<file path="src/rtl/core/lgc_pkg.sv">
// ----------------------------------------------------------------------------
// lgc_pkg: shared types and constants for label gap compaction
// Bitmap geometry, op codes and the bitmap update struct.
// ----------------------------------------------------------------------------
package lgc_pkg;

	// label and bitmap geometry
	localparam int LABEL_W    = 8;
	localparam int NUM_LABELS = 2 ** LABEL_W;
	localparam int IDX_W      = 4;
	localparam int GROUP_W    = 2 ** IDX_W;
	localparam int GRP_SEL_W  = LABEL_W - IDX_W;
	localparam int NUM_GROUPS = NUM_LABELS / GROUP_W;
	localparam int GCNT_W     = IDX_W + 1;
	localparam int TOTAL_W    = LABEL_W + 1;

	// item op codes
	typedef enum logic [1:0] {
		OP_CLEAR  = 2'd0,
		OP_RECORD = 2'd1,
		OP_XLATE  = 2'd2,
		OP_NONE   = 2'd3
	} op_t;

	// presence bitmap, grouped, and per-group counts
	typedef logic [NUM_GROUPS-1:0][GROUP_W-1:0] map_t;
	typedef logic [NUM_GROUPS-1:0][GCNT_W-1:0]  gcnt_t;

	// bitmap update request
	typedef struct packed {
		logic               clr;
		logic               set;
		logic [LABEL_W-1:0] label;
	} upd_t;

endpackage

</file>
<file path="src/rtl/core/label_gap_compaction.sv">
// A translate beat passes through the input register, then the result register.
// Throughput: one item per cycle; the input stage stalls only while a translate
// result waits in the output register and out_ready is low.
// Clear and record beats give no result; their bitmap update is seen by the
// next item. Reset clears the presence bitmap, its counters and all valids.
// ----------------------------------------------------------------------------
// label_gap_compaction: top level of the label compaction block
// Input register, presence bitmap with counts, rank logic and a result
// register with valid/ready on both sides.
// ----------------------------------------------------------------------------
module label_gap_compaction (
	input  logic                        clk,
	input  logic                        arst_n,
	input  logic                        in_valid,
	output logic                        in_ready,
	input  logic [1:0]                  op,
	input  logic [lgc_pkg::LABEL_W-1:0] label,
	input  logic                        defined,
	output logic                        out_valid,
	input  logic                        out_ready,
	output logic [lgc_pkg::LABEL_W-1:0] new_label,
	output logic                        present,
	output logic                        is_defined,
	output logic [lgc_pkg::TOTAL_W-1:0] cluster_count
);

	logic                        valid_s1;
	logic [1:0]                  op_s1;
	logic [lgc_pkg::LABEL_W-1:0] label_s1;
	logic                        defined_s1;

	logic                        out_valid_q;
	logic [lgc_pkg::LABEL_W-1:0] new_label_q;
	logic                        present_q;
	logic                        is_defined_q;
	logic [lgc_pkg::TOTAL_W-1:0] count_q;

	lgc_pkg::upd_t               upd;
	lgc_pkg::map_t               map;
	lgc_pkg::gcnt_t              gcnt;
	logic [lgc_pkg::TOTAL_W-1:0] total;
	logic [lgc_pkg::LABEL_W-1:0] below;
	logic                        here;

	logic is_xlate;
	logic out_free;
	logic adv;
	logic load_out;

	// stage handshake
	assign is_xlate = (op_s1 == lgc_pkg::OP_XLATE);
	assign out_free = !out_valid_q || out_ready;
	assign adv      = valid_s1 && (!is_xlate || out_free);
	assign load_out = adv && is_xlate;
	assign in_ready = !valid_s1 || adv;

	// input register
	always_ff @(posedge clk or negedge arst_n) begin
		if (!arst_n) begin
			valid_s1 <= 1'b0;
		end else if (in_ready) begin
			valid_s1 <= in_valid;
		end
	end

	always_ff @(posedge clk) begin
		if (in_ready && in_valid) begin
			op_s1      <= op;
			label_s1   <= label;
			defined_s1 <= defined;
		end
	end

	// bitmap update as the beat leaves the input stage
	assign upd.clr   = adv && (op_s1 == lgc_pkg::OP_CLEAR);
	assign upd.set   = adv && (op_s1 == lgc_pkg::OP_RECORD) && defined_s1;
	assign upd.label = label_s1;

	lgc_bitmap u_bitmap (
		.clk    (clk),
		.arst_n (arst_n),
		.upd    (upd),
		.map    (map),
		.gcnt   (gcnt),
		.total  (total)
	);

	lgc_rank u_rank (
		.map   (map),
		.gcnt  (gcnt),
		.label (label_s1),
		.below (below),
		.here  (here)
	);

	// result register
	always_ff @(posedge clk or negedge arst_n) begin
		if (!arst_n) begin
			out_valid_q <= 1'b0;
		end else if (load_out) begin
			out_valid_q <= 1'b1;
		end else if (out_ready) begin
			out_valid_q <= 1'b0;
		end
	end

	always_ff @(posedge clk) begin
		if (load_out) begin
			count_q      <= total;
			is_defined_q <= defined_s1;
			if (defined_s1) begin
				new_label_q <= below;
				present_q   <= here;
			end else begin
				new_label_q <= label_s1;
				present_q   <= 1'b0;
			end
		end
	end

	assign out_valid     = out_valid_q;
	assign new_label     = new_label_q;
	assign present       = present_q;
	assign is_defined    = is_defined_q;
	assign cluster_count = count_q;

endmodule

</file>
<file path="src/rtl/core/lgc_bitmap.sv">
// ----------------------------------------------------------------------------
// lgc_bitmap: presence bitmap with running counts
// Holds one bit per label plus a count per group of labels and the total
// count, all kept up to date as labels are recorded or the map is cleared.
// ----------------------------------------------------------------------------
module lgc_bitmap (
	input  logic                        clk,
	input  logic                        arst_n,
	input  lgc_pkg::upd_t               upd,
	output lgc_pkg::map_t               map,
	output lgc_pkg::gcnt_t              gcnt,
	output logic [lgc_pkg::TOTAL_W-1:0] total
);

	lgc_pkg::map_t               map_q;
	lgc_pkg::gcnt_t              gcnt_q;
	logic [lgc_pkg::TOTAL_W-1:0] total_q;

	logic [lgc_pkg::GRP_SEL_W-1:0] grp;
	logic [lgc_pkg::IDX_W-1:0]     idx;
	logic                          is_new;

	// decode the label and spot a first-time record
	assign grp    = upd.label[lgc_pkg::LABEL_W-1:lgc_pkg::IDX_W];
	assign idx    = upd.label[lgc_pkg::IDX_W-1:0];
	assign is_new = upd.set && !map_q[grp][idx];

	// bitmap and counters
	always_ff @(posedge clk or negedge arst_n) begin
		if (!arst_n) begin
			map_q   <= '0;
			gcnt_q  <= '0;
			total_q <= '0;
		end else if (upd.clr) begin
			map_q   <= '0;
			gcnt_q  <= '0;
			total_q <= '0;
		end else if (is_new) begin
			map_q[grp][idx] <= 1'b1;
			gcnt_q[grp]     <= gcnt_q[grp] + lgc_pkg::GCNT_W'(1);
			total_q         <= total_q + lgc_pkg::TOTAL_W'(1);
		end
	end

	assign map   = map_q;
	assign gcnt  = gcnt_q;
	assign total = total_q;

endmodule

</file>
<file path="src/rtl/core/lgc_rank.sv">
// ----------------------------------------------------------------------------
// lgc_rank: rank of a label in the presence bitmap
// Counts the present labels below a given label from the group counts of
// the lower groups and a masked count inside the label's own group.
// ----------------------------------------------------------------------------
module lgc_rank (
	input  lgc_pkg::map_t               map,
	input  lgc_pkg::gcnt_t              gcnt,
	input  logic [lgc_pkg::LABEL_W-1:0] label,
	output logic [lgc_pkg::LABEL_W-1:0] below,
	output logic                        here
);

	localparam int L1_N = lgc_pkg::NUM_GROUPS / 2;
	localparam int L2_N = L1_N / 2;
	localparam int L3_N = L2_N / 2;

	logic [lgc_pkg::GRP_SEL_W-1:0] grp;
	logic [lgc_pkg::IDX_W-1:0]     idx;
	logic [lgc_pkg::GROUP_W-1:0]   row;
	logic [lgc_pkg::GROUP_W-1:0]   mask;
	logic [lgc_pkg::IDX_W:0]       inner;

	logic [lgc_pkg::NUM_GROUPS-1:0][lgc_pkg::GCNT_W-1:0] lo;
	logic [L1_N-1:0][lgc_pkg::GCNT_W:0]   l1;
	logic [L2_N-1:0][lgc_pkg::GCNT_W+1:0] l2;
	logic [L3_N-1:0][lgc_pkg::GCNT_W+2:0] l3;
	logic [lgc_pkg::GCNT_W+3:0]           outer;

	assign grp = label[lgc_pkg::LABEL_W-1:lgc_pkg::IDX_W];
	assign idx = label[lgc_pkg::IDX_W-1:0];
	assign row = map[grp];

	// keep only the counts of groups below the label's group
	always_comb begin
		for (int g = 0; g < lgc_pkg::NUM_GROUPS; g++) begin
			lo[g] = (lgc_pkg::GRP_SEL_W'(g) < grp) ? gcnt[g] : '0;
		end
	end

	// adder tree over the group counts
	always_comb begin
		for (int i = 0; i < L1_N; i++) begin
			l1[i] = {1'b0, lo[2*i]} + {1'b0, lo[2*i+1]};
		end
		for (int i = 0; i < L2_N; i++) begin
			l2[i] = {1'b0, l1[2*i]} + {1'b0, l1[2*i+1]};
		end
		for (int i = 0; i < L3_N; i++) begin
			l3[i] = {1'b0, l2[2*i]} + {1'b0, l2[2*i+1]};
		end
		outer = {1'b0, l3[0]} + {1'b0, l3[1]};
	end

	// present labels below the label inside its own group
	assign mask  = (lgc_pkg::GROUP_W'(1) << idx) - lgc_pkg::GROUP_W'(1);
	assign inner = (lgc_pkg::IDX_W+1)'($countones(row & mask));

	assign below = lgc_pkg::LABEL_W'(outer) + lgc_pkg::LABEL_W'(inner);
	assign here  = row[idx];

endmodule

</file>
<file path="config.mk">
export PLATFORM = sky130hd
export DESIGN_NAME = label_gap_compaction
export DESIGN_NICKNAME = d
export VERILOG_FILES = /design/src/rtl/core/lgc_pkg.sv /design/src/rtl/core/label_gap_compaction.sv /design/src/rtl/core/lgc_bitmap.sv /design/src/rtl/core/lgc_rank.sv
export SDC_FILE = /design/constraint.sdc
export NUM_CORES = 1
export LEC_CHECK = 0
export BUFFER_PORTS_ARGS = -buffer_cell sky130_fd_sc_hd__buf_2
export CORE_UTILIZATION = 40
export DETAILED_ROUTE_END_ITERATION = 8
export GPL_TIMING_DRIVEN = 0
export HOLD_SLACK_MARGIN = 0.05
export SYNTH_ARGS = -nofsm -noshare
export SYNTH_HDL_FRONTEND = slang
export SYNTH_SLANG_ARGS = --single-unit
</file>
<file path="constraint.sdc">
create_clock -name clk -period 20.7 [get_ports clk]
set_input_delay 6.21 -clock clk [delete_from_list [all_inputs] [get_ports clk]]
set_output_delay 6.21 -clock clk [all_outputs]
set_load 0.05 [all_outputs]
</file>
# [Word-level counts from Yosys, hierarchy flattened]
# Cells that the tools add are included.
[totals] reg_bits=377 input_bits=15 out_inout_bits=21 wordCells=158
[classes] n_addsub=34 n_lt_le_gt_ge=20 eq_ne=2 n_shift=1 mux=38 bitwise_logic=2 reduce_logical=19
[op_table] operator="$mux W256" n=2
[op_table] operator="$or A256 B256 Y256" n=1
[op_table] operator="$mux W80" n=2
[op_table] operator="$mux W5" n=18
[op_table] operator="$bwmux W80" n=1
[op_table] operator="$bmux W16 S4" n=1
[op_table] operator="$demux W16 S4" n=1
[op_table] operator="$add A5 B5 Y6" n=8
[op_table] operator="$add A5 B5 Y5" n=7
[op_table] operator="$lt A4 B4 Y1 const A" n=8
[op_table] operator="$mux W16" n=2
[op_table] operator="$add A6 B6 Y7" n=4
[op_table] operator="$bmux W5 S4" n=1
[op_table] operator="$demux W5 S4" n=1
[op_table] operator="$mux W9" n=2
[op_table] operator="$add A1 B1 Y2" n=8
[op_table] operator="$add A7 B7 Y8" n=2
[op_table] operator="$and A16 B16 Y16" n=1
[op_table] operator="$lt A3 B4 Y1 const A" n=4
[op_table] operator="$shl A1 B4 Y16 const A" n=1
[op_table] operator="$sub A16 B2 Y16 const B" n=1
[op_table] operator="$lt A4 B5 Y1 const B" n=2
[op_table] operator="$add A9 B1 Y9 const B" n=1
[op_table] operator="$logic_and A1 B1 Y1" n=9
[op_table] operator="16 further kinds" n=28

# [Depth between registers and ports, before layout]
[logic_depth] ltp_word=9 ltp_mapped=37 mapped_depth_nobuf=34

# [Modules after synthesis]
# From an unflattened synthesis, not the netlist that was laid out.
[unflattened] hier_cells=2076 hier_area_um2=22818.1
[by_module_without_submodules] module="lgc_bitmap" instances=1 cells_per_inst=1496 area_per_inst_um2=16490.8 seq_area_each_um2=8633.3
[by_module_without_submodules] module="lgc_rank" instances=1 cells_per_inst=529 area_per_inst_um2=5161.2 seq_area_each_um2=0.0
[by_module_without_submodules] module="label_gap_compaction" instances=1 cells_per_inst=51 area_per_inst_um2=1166.1 seq_area_each_um2=950.9

# [Worst setup path after synthesis]
# No wires, ideal clock.
[synth_path] path_kind="input port to output port" from="in out_ready" to="out in_ready" arrival_ps=6739 t_required_ps=14490 slack_ps=7751 path_stages=3 path_buffers=0 path_cell_list="nand2b_1 nor2_1 inv_1"
[synth_between] elab_chain_cells=4
[synth_lines] item="start: declaration" line_no="label_gap_compaction.sv:20" rtl="input logic out_ready,"
[synth_lines] item="$logic_or A1 B1 Y1" line_no="label_gap_compaction.sv:52" rtl="assign out_free = !out_valid_q || out_ready;"
[synth_lines] item="$logic_or A1 B1 Y1" line_no="label_gap_compaction.sv:53" rtl="assign adv = valid_s1 && (!is_xlate || out_free);"
[synth_lines] item="$logic_and A1 B1 Y1" line_no="label_gap_compaction.sv:53"
[synth_lines] item="$logic_or A1 B1 Y1" line_no="label_gap_compaction.sv:55" rtl="assign in_ready = !valid_s1 || adv;"
[synth_lines] item="end: declaration" line_no="label_gap_compaction.sv:15" rtl="output logic in_ready,"
# No other way between the ends.

# [Final worst setup path]
# Same ends and word-level chain as after synthesis.

==> reports/qor.txt <==
Syn Area/Cell: 10.9 um2
Layout area overhead: 11.6%
Mapped Cells: 1860
most frequent cells in the layout: 347 x dfrtp_1, 310 x nand2_1, 165 x mux2i_1
initial antenna violation count: 0
Skew-Pair Late Insertion Delay: 600 ps
Iter 0 DRT Violations: 1964
port buffer count: 35
Synth Warn #: 0
CP delay by family, top: buffers and inverters
delay of the slowest cell on the worst path: 210 ps
crit-path cells: buf_2, nand2b_1, nor2_1, inv_1, buf_2
vias in the first global route: 16200
final worst-path cycle share: 63.3%
Synth area leader: dfrtp_1
Net Switching: 462 uW
Ports: 36
max_cap viols: 0
DIE WIDTH: 228 um
Period minus WS final: 13100 ps
total negative slack: 0 ps
dpl ws: 7600 ps
Main synth FF type: dfrtp_1
placed inst area: 21500 um2
# diodes: 0
top cell type's share of synthesized area: 42.7%
R2R cell count: 34
Slew Viols, Final: 0
Core ar.: 50200 um2
Starting Density: 40.6%
outcome: finished clean
Fillers: 4640
ANT nets after route: 0
Die H: 228 um
GRT Util Overall: 29.0%
Remaining DRCs: 0
EDFF count, synth: 30
Cell Pwr Density: 73.1 nW/um2
combinational share of power: 11.9%
htree depth: 2
Clk pin slew, worst setup/hold paths: 60 ps
vias: 16000
crit end category: output pin
DP HPWL: 50.9 mm
Worst path depth: 5
commonest non-fill, non-tap cell in the layout: dfrtp_1
Mapped Area: 20300 um2
post-synth cell types: 62
post-route worst setup slack: 7600 ps
Post-synth ARST share: 92.0%
buffer count from post-CTS setup fixing: 0
RSZ-0062 raised after global routing: no
peak supply drop: 0.0000548 V
post-synthesis sequential area ratio: 47.1%
class of the worst hold path: flip-flop to flip-flop
buffers and inverters on the worst path: 3
FP Rows: 82
Max Fclk: 76.3 MHz
post-route cell area: 22700 um2
clk root buf: clkbuf_16
first-pass GRT wire length: 108 mm
grt ovf: 0
P_int: 1.20 mW
clock share of power: 42.5%
Total Power: 1.66 mW
Synthesized Nets: 1984
CP arrival: 6890 ps
Critical Path Fanout Max: 3
vias per cell: 6.05
clk sinks: 377
Pre-antenna DRT Iters: 5
total wire length: 73.0 mm
post-CTS sizing: 0
hold buffer count at CTS: 0
kind of critical path: primary input to output pin
Slew HR: 6.92%
clock skew: 36.1 ps
Slowest-stage cell, CP: buf_2
pin count of the biggest net entering global routing: 125
Yosys reg bits: 377
final setup vio count: 0
Num CTS Buffers: 42
Leak: 10.3 nW
sw frac: 27.8%
Area contributors post-synth: dfrtp_1 43%, mux2i_1 8.1%, fa_1 7.6%
routed len/inst: 27.6 um
TritonCTS clock tree: built
RePlAce Congestion: 0.981
Critical Path Source Type: primary input
Worst-Margin Slew: 1390 ps
Die ar.: 51800 um2
fraction of layout cells with a size suffix above 1: 10.8%
clock tree buffer depth: 3
Fin. Hold Viols: 0
worst hold path cell count: 0
Seq pwr share: 45.5%
Final nets: 2066
Worst EP required: 14490 ps
most frequent CP cell: buf_2
[sequential cells by signal, summed over array words and instances, names as in the netlist, 2 cells and up]
signal and cells:
u_bitmap.map 256, u_bitmap.gcnt 80, label_s1 8, cluster_count 9, op_s1 2, new_label 8
u_bitmap.total 9
[cells in the mapped netlist, drive strengths merged, types with 16 or more instances]
library cell,count
a31oi,16
mux2i,165
edfxtp,30
o21ai,137
a22o,123
nand3,25
dfrtp,347
a22oi,34
inv,102
buf,52
fa,77
nor3,27
nor2b,20
mux4,51
clkbuf,91
nor2,63
nand2,310
a21oi,34
ha,32
[worst reg2reg max path, delay by kind of cell, from the launching register on]
| kind | cells | cell delay [ps] |
|---|---|---|
| fa+ha+maj | 12 | 5030 |
| buf+inv | 8 | 1660 |
| compound gates | 9 | 1530 |
| simple gates | 3 | 1190 |
| xor+xnor | 2 | 390 |
| flops | 1 | 370 |
[layout make-up]
class / instances / area [um2] / share of cell area [%]
clock buffer: 57 / 1150 / 5.06
inverter: 103 / 387 / 1.70
buffer: 143 / 617 / 2.72
tap: 672 / 841 / 3.70
sequential: 377 / 9580 / 42.2
timing repair buffer: 38 / 268 / 1.18
clock inverter: 15 / 103 / 0.452
multi-input combinational: 1237 / 9760 / 43.0
[cell families after synthesis]
kind of cell	after synthesis	synth area share, %
AND/OR/NAND/NOR	511	10.9
AO/OA/AOI/OAI	382	12.9
flip-flops	377	47.1
buffers and inverters	246	4.93
multiplexers	223	14.2
adder cells (fa/ha/maj)	109	9.54
XOR/XNOR	11	0.474
other	1	0.0184
[stage by stage]
stage	hold slack, ps	utilization, %	instances
after global placement	434	42.6	2567
after detailed placement	432	42.8	2570
after floorplan	424	-	1860
final	449	45.3	2642
after CTS	453	45.3	2642
after global routing	464	45.3	2642
[power by group through the flow]
stage	clock (mW)	sequential [mW]	combinational [mW]
finish	0.706	0.756	0.198
global route	0.743	0.756	0.216
CTS	0.712	0.756	0.197
detailed placement	0	0.769	0.197
global placement	0	0.770	0.193
floorplan	0	0.775	0.110
[layer usage]
layer	global-route usage [%]	vias to the layer above	share of wire, %	wire length [um]
met4	14.0	0	4.8	3480
li1	-	6723	-	-
met5	0	-	0	0
met2	43.7	831	44	32200
met1	38.6	8257	41	29900
met3	7.96	177	10	7340
[final timing paths]
check	start	to	slack [ps]
max	out_ready	in_ready	7600
min	u_bitmap.total[6]	cluster_count[6]	450
max reg2reg	label_s1[0]	new_label[7]	10240
min reg2reg	u_bitmap.total[6]	cluster_count[6]	450
max in group asynchronous	arst_n	u_bitmap.map[178]	13960
min in group asynchronous	arst_n	u_bitmap.map[134]	5670
Power figures use the tool's default switching activity.
